**config.mk**
```make
export PLATFORM = sky130hd
export DESIGN_NAME = hsio_heap_mem
export DESIGN_NICKNAME = d
export VERILOG_FILES = /design/src/sv/hsio_pkg.sv /design/src/sv/hsio_heap_mem.sv
export SDC_FILE = /design/constraint.sdc
export NUM_CORES = 2
export LEC_CHECK = 0
export BUFFER_PORTS_ARGS = -buffer_cell sky130_fd_sc_hd__buf_2
export CORE_AREA = 2 2 565 567
export DETAILED_ROUTE_END_ITERATION = 8
export DIE_AREA = 0 0 567 569
export PLACE_DENSITY = 0.58
export SLEW_MARGIN = 20
export SYNTH_ARGS = -nofsm -noshare
export SYNTH_HDL_FRONTEND = slang
export SYNTH_SLANG_ARGS = --single-unit
```
**constraint.sdc**
```tcl
create_clock -name clk_i -period 4.41 [get_ports clk_i]
set_clock_uncertainty 0.15 [all_clocks]
set_input_delay 0.441 -clock clk_i [delete_from_list [all_inputs] [get_ports clk_i]]
set_output_delay 0.441 -clock clk_i [all_outputs]
set_load 0.01 [all_outputs]
```
**src/sv/hsio_pkg.sv**
```systemverilog
// ----------------------------------------------------------------------------
// hsio_pkg
// Shared constants and types of the heap sort index order unit.
// ----------------------------------------------------------------------------
package hsio_pkg;

  localparam int unsigned IDX_W         = 6;
  localparam int unsigned MAX_ITEMS_DEF = 64;
  localparam int unsigned KEY_WIDTH_DEF = 32;

  typedef enum logic [3:0] {
    ST_LOAD,
    ST_BLD_RD,
    ST_BLD_CHK,
    ST_BLD_WR,
    ST_SIFT_RD,
    ST_SIFT_LD,
    ST_LV_RD,
    ST_LV_PICK,
    ST_LV_CMP,
    ST_SIFT_END,
    ST_SWAP_RD,
    ST_SWAP_WR,
    ST_OUT_RD,
    ST_OUT_V
  } hsio_state_e;

endpackage

```
**src/sv/hsio_heap_mem.sv**
```systemverilog
// ----------------------------------------------------------------------------
// hsio_heap_mem
// Heap storage of index and key pairs: one write port, two registered reads.
// ----------------------------------------------------------------------------
module hsio_heap_mem #(
  parameter int unsigned DEPTH = hsio_pkg::MAX_ITEMS_DEF,
  parameter int unsigned DW    = hsio_pkg::IDX_W + hsio_pkg::KEY_WIDTH_DEF,
  localparam int unsigned AW   = $clog2(DEPTH)
) (
  input  logic          clk_i,
  input  logic          we_i,
  input  logic [AW-1:0] waddr_i,
  input  logic [DW-1:0] wdata_i,
  input  logic [AW-1:0] raddr0_i,
  input  logic [AW-1:0] raddr1_i,
  output logic [DW-1:0] rdata0_o,
  output logic [DW-1:0] rdata1_o
);

  logic [DW-1:0] mem_q [DEPTH];

  always_ff @(posedge clk_i) begin
    if (we_i) begin
      mem_q[waddr_i] <= wdata_i;
    end
    rdata0_o <= mem_q[raddr0_i];
    rdata1_o <= mem_q[raddr1_i];
  end

endmodule

```
# Yosys cells after proc, flatten, opt, wreduce, memory -nomap -nowiden

Memory sizes are Yosys's and may differ from the RTL's. A register that Yosys moved wholly into a read port is not among the register bits.
Index checks and enable logic that the tools add are counted.

Register bits: 0
Output and inout port bits: 76
Bits in writable memories: 2432
Input bits: 58
Memories: 1
Word-level logic and storage cells: 3

Memories:

| memory | depth | width | rd ports | clocked after memory_dff | wr ports | RTL line            | text |
|---|---|---|---|---|---|---|---|
| mem_q  | 64    | 38    | 2        | 2                        | 1        | hsio_heap_mem.sv:20 | `logic [DW-1:0] mem_q [DEPTH];` |

Mux-type cells: 2

Operators by type and width:

| cell             | count |
|---|---|
| 1-bit 2-to-1 mux | 2 |

# Longest topological paths before layout

Word-level depth: 2
Depth in mapped cells: 10
Mapped depth without buffers: 5

# Least setup slack after synthesis

No wires, ideal clock.

Kind: input port to flip-flop
Start: input port waddr_i[3]
End: memory mem_q[48][0] (netlist name), enable pin
Path slack: 0.211 ns
Stages on the path: 4
Library setup time: 0.480 ns
Data arrival time: 3.568 ns
Required time: 3.780 ns
Path buffers: 1
Cell sequence: clkbuf_1 -> nor2b_1 -> nand4b_1 -> nor3_1

RTL lines:

| what        | RTL line            | text |
|---|---|---|
| from (decl) | hsio_heap_mem.sv:12 | `input logic [AW-1:0] waddr_i,` |
| to (decl)   | hsio_heap_mem.sv:20 |  |

No word-level cell before the write port.

==> results.json <==
{
  "grt_util_all_layers_pct": 23.9,
  "synth_top_area_cell": "edfxtp_1",
  "crit_family": "buffers and inverters",
  "cts.clk_slew.worst_paths_ns": 0.06,
  "postCtsResizedCells": 0,
  "initial_core_util_pct": 35.8,
  "area_growth_pct": 15.6,
  "end_kind": "flop",
  "outcome": "finished, violations left",
  "die_w_um": 567,
  "cp.arrival_ns": 3.43,
  "gp_congestion": 0.830,
  "num_vias": 62809,
  "yosys_warnings": 0,
  "wl_per_cell_um": 39.4,
  "grt_busiest_layer": "met2",
  "use_met1_pct": 32.2,
  "cts.sinks": 2508,
  "route.detailed.drc": 0,
  "grt_pass1_vias": 62644,
  "grt_max_degree": 65,
  "drive_above_1_share_pct": 43.1,
  "grt_overflow": 0,
  "yosysSeqAreaShare_pct": 65.7,
  "synth_cell_types": 38,
  "finalCoreUtilization_pct": 41.4,
  "hold_viol_final": 11,
  "antenna_found_initial": 43,
  "cp_num_buf_inv": 3,
  "cts_max_path_buffers": 4,
  "p_leak_nw": 40.9,
  "peakVddDrop_uv": 339,
  "firstDrtPassIters": 5,
  "die_h_um": 569,
  "p_per_area_mw_per_mm2": 419,
  "path_common_cell": "mux4_2",
  "synth_cells": 5076,
  "power_w": 0.0550,
  "stdcell_area_sq_mm": 0.131,
  "slew_viol_final": 0,
  "fin_nets": 5507,
  "core_sq_mm": 0.317,
  "io_pins": 134,
  "clock.fmax_ghz": 0.348,
  "ant_nets": 0,
  "hold_class": "in2reg",
  "drt_iter0_drc": 8468,
  "rsz0062_at_grt": "false",
  "fin_setup_tns_ns": 0,
  "synthesis.area_sq_mm": 0.114,
  "setup_viol": 0,
  "viasPerCell": 6.36,
  "fin_hold_ws_ns": -0.00513,
  "slowest_delay_ns": 0.72,
  "grt_pass1_wl_um": 532000,
  "cts_root_buffer": "clkbuf_16",
  "tightest_slew_ns": 1.12,
  "htreeDepth": 5,
  "ys_ff_latch": 2508,
  "syn-num-nets": 5134,
  "crit_fanout": 34,
  "cp_cell_sequence": "buf_8, buf_4, buf_12, mux4_2, mux4_2, a211oi_1, a21oi_1",
  "crit_type": "in2reg",
  "row_count": 207,
  "cp_slowest_cell": "a211oi_1",
  "cp-start-kind": "input pin",
  "use_met3_pct": 5.22,
  "slew_headroom_pct": 25.2,
  "wl_um": 390000,
  "syn_avg_cell_area_sq_um": 22.4,
  "clk_latency_ns": 0.87,
  "placedInstanceArea_sq_mm": 0.122,
  "cts_tree": "yes",
  "yosysTopAreaCellShare_pct": 64.3,
  "use_met2_pct": 38.2,
  "die-area_sq_mm": 0.323,
  "violations": "negative hold slack",
  "cap_viol_max_count": 0,
  "numCtsBuffers": 286,
  "fin_crit_sh_pct": 65.2,
  "period_minus_slack_ns": 2.87,
  "cts_setup_buffers": 0,
  "critPathRequiredTime_ns": 4.97,
  "portBuffers": 133,
  "synth_area_leaders": "edfxtp_1, mux4_2, mux2i_1, dfxtp_1, buf_2",
  "dp_hpwl_um": 233000
}
## through the flow
step | setup slack, ns | std cells | hold WS (ns)
after floorplan | 0.211 | 5076 | 0.390
after global placement | 0.681 | 9324 | 0.692
after detailed placement | 0.684 | 9324 | 0.702
after CTS | 1.61 | 9836 | 0.00384
after global routing | 1.55 | 9867 | -0.00464
final | 1.54 | 9880 | -0.00513
## layer usage
layer / share of wire, % / up-vias
met5: 0.025 / -
met4: 4.0 / 16
met3: 9.8 / 744
met2: 47 / 3925
met1: 39 / 34741
li1: - / 23383
## cell families (layout without fill, tap and decap cells)
family	Yosys count	in the layout	share of synthesized area, %
compound gates	247	247	1.54
buf+inv	406	1002	1.71
flops	2508	2508	65.7
mux	1617	1617	29.9
other cells	0	28	0
simple gates	298	298	1.19
## registers in the layout, summed over array words and instances, names as in the netlist
name,flops
mem_q,2432
rdata0_o,38
rdata1_o,38
## cell type report
type / instances / area (sq um)
antenna: 28 / 70.1
clock buffer: 362 / 7650
clock inverter: 149 / 1700
fill: 27203 / 185000
inverter: 1 / 3.75
multi-input combinational: 2162 / 37600
sequential: 2508 / 74600
tap: 4180 / 5230
timing repair buffer: 490 / 4500
## timing repair
| action | in CTS | in global routing |
|---|---|---|
| endpoints found under the setup margin | 0 | 0 |
| hold buffers | 1 | 12 |
| hold endpoints to repair | 2 | 178 |
## report_power, final
group / internal [W] / leakage (nW) / total, W / switching [W]
Combinational: 0.00188 / 13.9 / 0.00427 / 0.00239
Sequential: 0.0264 / 22.5 / 0.0267 / 0.000323
Clock: 0.0142 / 4.56 / 0.0240 / 0.00981
## path summary, 6_finish.rpt
check	from	end	slack (ns)	cells after the start
max	raddr1_i[0]	rdata1_o[29]	1.54	7
min reg2reg	mem_q[44][10]	rdata0_o[10]	0.72	5
max reg2reg	mem_q[14][29]	rdata1_o[29]	1.73	5
min	wdata_i[1]	mem_q[5][1]	-0.005	1
## placed cells by master, fill, tap and decap left out, drive strengths merged, types with 45 or more instances in the layout
| master | n |
|---|---|
| a211oi | 47 |
| a21oi | 45 |
| a22oi | 86 |
| buf | 477 |
| clkbuf | 362 |
| clkinv | 90 |
| dfxtp | 76 |
| edfxtp | 2432 |
| mux2i | 159 |
| mux4 | 1415 |
| nand2 | 119 |
| nor2 | 80 |
| nor2b | 47 |
## cells in the mapped netlist
cell and n:
nand2_1 119, inv_1 1, nand3b_1 4, o21ai_0 4
mux4_2 1415, o22ai_1 11, or3b_2 2, a22o_1 2
mux2i_1 159, nor3_1 2, edfxtp_1 2432, nand2b_1 15
nand3_1 22, or2_2 1, clkbuf_1 152, a211o_1 1
buf_4 34, nor2_1 80, o221a_2 4, nand4b_1 1
buf_1 48, a22oi_1 86, and2_1 2, o221ai_1 1
buf_2 158, mux2_2 43, or3_1 1, a31o_2 1
o2111ai_1 1, a211oi_1 47, o211ai_1 41, a221o_1 2
o311ai_0 1, nand4_1 2, nor2b_1 47, dfxtp_1 76
buf_6 13, a21oi_1 45
Note: power is estimated with default switching activity, not from simulation.
