==> src/sv/hsio_pkg.sv <==
// ----------------------------------------------------------------------------
// hsio_pkg
// Shared constants and types of the heap sort index order unit.
// ----------------------------------------------------------------------------
package hsio_pkg;

  localparam int unsigned IDX_W         = 6;
  localparam int unsigned MAX_ITEMS_DEF = 64;
  localparam int unsigned KEY_WIDTH_DEF = 32;

  typedef enum logic [3:0] {
    ST_LOAD,
    ST_BLD_RD,
    ST_BLD_CHK,
    ST_BLD_WR,
    ST_SIFT_RD,
    ST_SIFT_LD,
    ST_LV_RD,
    ST_LV_PICK,
    ST_LV_CMP,
    ST_SIFT_END,
    ST_SWAP_RD,
    ST_SWAP_WR,
    ST_OUT_RD,
    ST_OUT_V
  } hsio_state_e;

endpackage

==> src/sv/hsio_cmp.sv <==
// ----------------------------------------------------------------------------
// hsio_cmp
// Shared key comparator: tells whether key a ranks behind key b.
// ----------------------------------------------------------------------------
module hsio_cmp #(
  parameter int unsigned KEY_WIDTH = hsio_pkg::KEY_WIDTH_DEF
) (
  input  logic [KEY_WIDTH-1:0] a_i,
  input  logic [KEY_WIDTH-1:0] b_i,
  input  logic                 desc_i,
  output logic                 behind_o
);

  // In descending order a larger key ranks behind the smaller one in heap terms.
  assign behind_o = desc_i ? ($signed(a_i) > $signed(b_i))
                           : ($signed(a_i) < $signed(b_i));

endmodule

==> config.mk <==
export PLATFORM = sky130hd
export DESIGN_NAME = hsio_cmp
export DESIGN_NICKNAME = d
export VERILOG_FILES = /design/src/sv/hsio_pkg.sv /design/src/sv/hsio_cmp.sv
export SDC_FILE = /design/constraint.sdc
export NUM_CORES = 1
export LEC_CHECK = 0
export BUFFER_PORTS_ARGS = -buffer_cell sky130_fd_sc_hd__clkbuf_2
export CORE_UTILIZATION = 42
export DETAILED_ROUTE_END_ITERATION = 16
export GPL_TIMING_DRIVEN = 0
export PLACE_DENSITY = 0.88
export SLEW_MARGIN = 20
export SYNTH_ARGS = -nofsm -noshare
export SYNTH_HDL_FRONTEND = slang
export SYNTH_SLANG_ARGS = --single-unit
==> constraint.sdc <==
create_clock -name vclk -period 1.7
set_input_delay 0 -clock vclk [all_inputs]
set_output_delay 0 -clock vclk [all_outputs]
set_load 0.02 [all_outputs]
-- Word level (Yosys, flattened, before mapping)
Index checks and enable logic that the tools add are counted.
- memories kept: 0
- logic and storage cells: 3
- bits of input ports: 65
- bits in read-only memories: 0
- bits in writable memories: 0
- bits in latches: 0
- bits in registers: 0
- mux-type cells: 1
- $lt $le $gt $ge: 2
- $mul: 0
- eq/ne operators: 0
- reduce and logical (&&, ||, !) cells: 0
- bitwise logic cells: 0
- shift-type cells: 0
- div/mod/pow operators: 0
- add/sub/neg operators: 0
- operators by type and width (cell ; count):
    32-bit greater-than comparator ; 1
    32-bit < comparator ; 1
    1-bit two-way mux ; 1

-- Logic depth before layout (Yosys ltp)
Gate-level depths: netlist of run 1.
- depth in word-level cells: 2
- depth in mapped cells: 8
- depth with buffers taken out: 8

-- Least setup slack after synthesis of run 1
OpenSTA, ideal clock, no wires.
- path kind: input -> output
- start point: input b_i[14]
- end point: output behind_o
- data required time: 1.700 ns
- stages: 8
- arrival: 1.572 ns
- slack: 0.128 ns
- path through: inv_1 -> ha_1 -> a21oi_2 -> nand2_1 -> a221o_1 -> a211o_1 -> a21oi_2 -> mux2_1
- word-level cells in the longest chain between the ends: 2
- RTL lines (item ; line ; RTL):
    from (decl) ; hsio_cmp.sv:9 ; input logic [KEY_WIDTH-1:0] b_i,
    32-bit < comparator / 32-bit greater-than comparator (equally long branches) ; hsio_cmp.sv:16, hsio_cmp.sv:15 ;
    1-bit two-way mux * ; hsio_cmp.sv:15 ; assign behind_o = desc_i ? ($signed(a_i) > $signed(b_i))
    to (decl) ; hsio_cmp.sv:11 ; output logic behind_o
Mark *: on every way between the ends. The rest lies on a longest branch, timed or not.

-- Worst setup path in the final report of run 1
Same ends and word-level chain as after synthesis.

==> run summary, run 1 <==
Wire length per cell: 11.32 microns
Post-Route Setup TNS: -0.5133 ps
Leak: 0.8419 nW
Max-slew violations: 0
Placed insts: 209
Crit-path cells: buf_6, inv_4, ha_4, a21oi_2, nand2_1, a221o_1, a211o_1, a21oi_2, mux2_4, buf_8
Nets: 287
Port-buffer cells: 66
# IOs: 66
CLK BUF: 0
Total power: 0.3478 mW
Largest net degree at the start of global routing: 4
Sequential share of the synthesized area: 0%
Fin util: 77.64%
CP Class: in -> out
Distinct cells, synth: 20
WL met3: 166 microns
Via count: 1,057
DR top layer: met4
Mapped cell area: 834.6 sq um
Maxcap violations: 0
Syn_nets: 215
Post-layout min period: 1701 ps
Die Span Y: 46.58 microns
Crit-path slowest cell: a221o_1
Final Instance Count excl. Fillers: 213
Status: finished with violations
Die area: 2169 sq um
Gr ovfl total: 0
Worst hold path type: in -> out
Most common cell after layout, fill and taps aside: clkbuf_2
Sequential cell count: 0
Initial Util: 46.32%
First-pass GRT wire length: 3498 microns
Mapped Cells: 118
Initial antenna violation count: 0
Critical path required time: 1700 ps
Setup WS pre-CTS: -112.8 ps
Vias per cell: 4.962
Pwr per Cell Area: 248.7 nW/um^2
CP max stage delay: 320 ps
Chip Width: 46.58 microns
Family with the most delay on the worst path: compound AO/OA/AOI/OAI gates
Final WS setup: -0.5133 ps
Period utilization: 100.0%
Drt drc: 0
Synthesis Warnings: 0
Number of global-route vias before repair: 1,010
Core Rows: 15
Start point of the critical path: b_i[14]
Worst setup SP type: input pin
Register area: 0 sq um
DR WL met2: 1370 microns
Layout area overhead: 67.62%
GP Congestion: 0.6691
Starting DRC count in detailed routing: 5
Min-delay src: desc_i
Mean Syn Cell Area: 7.072 sq um
Signal arrival time at the worst endpoint: 1700 ps
Worst vdd ir: 0.1615 mV
RSZ-0062 raised after global routing: yes
Detailed Routing Iterations Pass 1: 4
Hold_ws: 549.4 ps
CP Max Fanout: 3
WP buf/inv: 3
Commonest cells after routing, fill and taps aside: 64 x clkbuf_2, 29 x inv_1, 22 x ha_1
Area post-placement: 1196 sq um
Post-DP HPWL: 1921 microns
Core area: 1802 sq um
Most frequent cell on the critical path: a21oi_2
Layout cell share with drive strength beyond 1: 50.00%
Crit end category: primary output
GR Util All Layers: 21.67%
Failing checks: negative setup slack
Fin. Hold Viols: 0
Post-Route WL: 2411 microns
Antenna Diode Count: 0
CTS Hold Bufs: 0
Max Fclk: 588.1 MHz
Final Setup Violations: 1
Post-route cell area: 1399 sq um
Metal1 wirelength: 844 microns
Slew @ Worst Pin: 341.1 ps
Slew margin rel.: 77.07%
DRT antenna net count: 0
==> layer usage <==
| layer | vias up | GRT usage, % |
|---|---|---|
| met1 | 459 | 18.62 |
| met2 | 46 | 47.50 |
| li1 | 548 | - |
| met3 | 4 | 2.745 |
| met4 | 0 | 7.647 |
| met5 | - | 0 |
==> power breakdown <==
group	switching (mW)	internal [mW]
Clock	0	0
Sequential	0	0
Combinational	0.160	0.188
==> kinds of logic after synthesis <==
kind of cell	Yosys count	synth area share, %
AOI/OAI and AO/OA	28	20.84
xor gates and xnor gates	1	1.050
adders and majority gates	32	47.98
buffers and inverters	34	15.29
muxes	1	1.349
and+or+nand+nor	22	13.49
==> path summary, 6_finish.rpt <==
kind,to,slack [ps],cells after the start
hold / removal,behind_o,550,4
setup / recovery,behind_o,-0.5,10
==> cells in the mapped netlist <==
master,n,area [sq um]
a211o_1,1,8.760
a21o_1,3,22.52
a21oi_1,14,70.07
a21oi_2,2,17.52
a221o_1,1,10.01
a41oi_1,1,8.760
ha_1,32,400.4
inv_1,34,127.6
mux2_1,1,11.26
nand2_1,9,33.78
nand3_1,2,10.01
nand4_1,6,37.54
nor2_1,2,7.510
nor3_1,1,5.000
nor4_1,1,6.260
nor4_2,1,12.51
o211ai_1,1,7.510
o21ai_0,4,20.02
o21ai_2,1,8.760
xor2_1,1,8.760
==> what timing repair did <==
item / 4_1_cts / 5_1_grt
gates resized for setup: 19 / 8
buffers inserted: 2 / 2
pin swaps: 10 / 9
endpoints found under the setup margin: 1 / 1
==> final cells by class <==
| cell class | instances | area (sq um) |
|---|---|---|
| multi-input cells | 84 | 860.8 |
| fillers | 126 | 402.9 |
| repair buffers | 70 | 376.6 |
| inverters | 34 | 130.1 |
| well taps | 25 | 31.28 |
Note: power is estimated with default switching activity, not from simulation.
==> run 2, diff against run 1 <==
- ABC_AREA: unset -> 1
- CORE_UTILIZATION: 42 -> 44
- PLACE_DENSITY: 0.88 -> 0.95
==> run 2 against run 1 <==
  * Critical endpoint unchanged
  * Setup slack improved by 170 ps
  * Clock-buffer cell count did not move
  * The flow now finishes without violations
  * First-iteration DRC count rose by 20%
  * Hold slack got worse by 160 ps
  * Global-route usage fell by 4.3 points
  * Final cell count rose by 14%
  * Total power fell by 16%
  * Critical path type unchanged
==> run summary, run 2 <==
Top post-synthesis cells by area: ha_1 43%, inv_1 17%, nand2_1 14%
Start point of the critical path: b_i[29]
Final WS setup: 169.2 ps
GR Layer Usage met1: 18.22%
Mapped cell area: 922.1 sq um
Placed insts: 242
Setup WS pre-CTS: 171.9 ps
Via count: 1,100
Drt drc: 0
Mapped Cells: 149
Post-DP HPWL: 1814 microns
CP max stage delay: 320 ps
Met3 Usage GRT: 0.7547%
DRT antenna net count: 0
Worst setup SP type: input pin
Wire length per cell: 7.955 microns
Fin. Hold Viols: 0
Worst hold path type: in -> out
Maxcap violations: 0
Port-buffer cells: 66
Top cell type's share of synthesized area: 43.42%
Worst vdd ir: 0.1251 mV
Synthesis Warnings: 0
Area post-placement: 1286 sq um
Core area: 1962 sq um
Sequential share of the synthesized area: 0%
Vias per cell: 4.527
Pwr per Cell Area: 223.1 nW/um^2
Largest net degree at the start of global routing: 6
Final Setup Violations: 0
Crit-path cells: clkbuf_2, inv_1, ha_1, nand2_1, nor2_2, nand2_2, nor4_4, nand2_2, nand2_2, nand2_1, nand3_1, nand2_1, inv_1, buf_4
Number of global-route vias before repair: 901
Post-layout min period: 1531 ps
Post-Route Setup TNS: 0 ps
Layout area overhead: 42.20%
Crit-path slowest cell: nor4_4
Top cells by count, synth: 41 x inv_1, 34 x nand2_1, 32 x ha_1
Critical path required time: 1700 ps
Initial Util: 47.00%
Status: complete, no violations
Post-Route WL: 1933 microns
Max Fclk: 653.3 MHz
GR Util All Layers: 17.39%
Sequential cell count: 0
RSZ-0062 raised after global routing: no
GP Congestion: 0.6955
Most utilized layer in the global route result: met2
Most common cell in the netlist: inv_1
Syn_nets: 246
Starting DRC count in detailed routing: 6
Leak: 0.9173 nW
Core Rows: 16
CTS Hold Bufs: 0
Nets: 315
Gr ovfl total: 0
Final Instance Count excl. Fillers: 243
Chip Width: 47.78 microns
Crit end category: primary output
CLK BUF: 0
Met2 Resource Use GR: 37.30%
Most common cell after layout, fill and taps aside: clkbuf_2
Mean Syn Cell Area: 6.189 sq um
Hold_ws: 388.1 ps
Slew margin rel.: 82.73%
Min-delay src: desc_i
Die area: 2283 sq um
Die Span Y: 47.78 microns
Post-route cell area: 1311 sq um
Register area: 0 sq um
Max-slew violations: 0
Antenna Diode Count: 0
Initial antenna violation count: 0
First-pass GRT wire length: 3049 microns
Commonest cells after routing, fill and taps aside: 65 x clkbuf_2, 41 x inv_1, 34 x nand2_1
Period utilization: 90.04%
Detailed Routing Iterations Pass 1: 4
Layout cell share with drive strength beyond 1: 35.65%
Distinct cells, synth: 16
CP Max Fanout: 3
CP Class: in -> out
Synth area leader: ha_1
# IOs: 66
Signal arrival time at the worst endpoint: 1530 ps
Slew @ Worst Pin: 257.2 ps
-- run 2: metal layers --
metal | wire length [microns] | part of all wire, %
met1 | 817 | 42
met2 | 975 | 50
met3 | 115 | 5.9
met4 | 25 | 1.3
met5 | 0 | 0
-- run 2: metrics by stage --
step	power, mW	utilization, %
after floorplan	0.1730	-
after global placement	0.2725	65.56
after detailed placement	0.2831	65.56
after CTS	0.2855	65.56
after global routing	0.3471	66.84
final	0.2925	66.84
-- run 2: area by class of cell --
cell class / count / area, sq um
tap: 27 / 33.78
timing repair buffer: 67 / 340.3
multi-input combinational: 108 / 783.3
fill: 195 / 650.6
inverter: 41 / 153.9
-- run 2: cells by family (layout without fill, tap and decap cells) --
group | Yosys count | count (layout) | synth area share [%]
and+or+nand+nor | 55 | 55 | 26.86
buffers and inverters | 41 | 108 | 16.69
AOI/OAI and AO/OA | 21 | 21 | 13.03
adders and majority gates | 32 | 32 | 43.42
-- run 2: worst max-delay path: cells and delay by family --
kind / cells / cell delay [ps]
adder cells (fa/ha/maj): 1 / 280
buffers and inverters: 4 / 310
AND/OR/NAND/NOR: 9 / 950
-- run 2: timing repair --
action / CTS / global route
setup endpoints to repair: 0 / 1
gates resized for setup: 0 / 5
buffers inserted: 0 / 1
-- run 2: worst paths after layout --
| check | end | slack (ps) | depth (start not counted) |
|---|---|---|---|
| setup / recovery | behind_o | 170 | 14 |
| hold / removal | behind_o | 390 | 5 |
-- run 2: power by group --
part,leakage [nW],switching (mW),internal (mW)
logic,0.917,0.143,0.149
registers,0,0,0
clock network,0,0,0
total,0.917,0.143,0.149
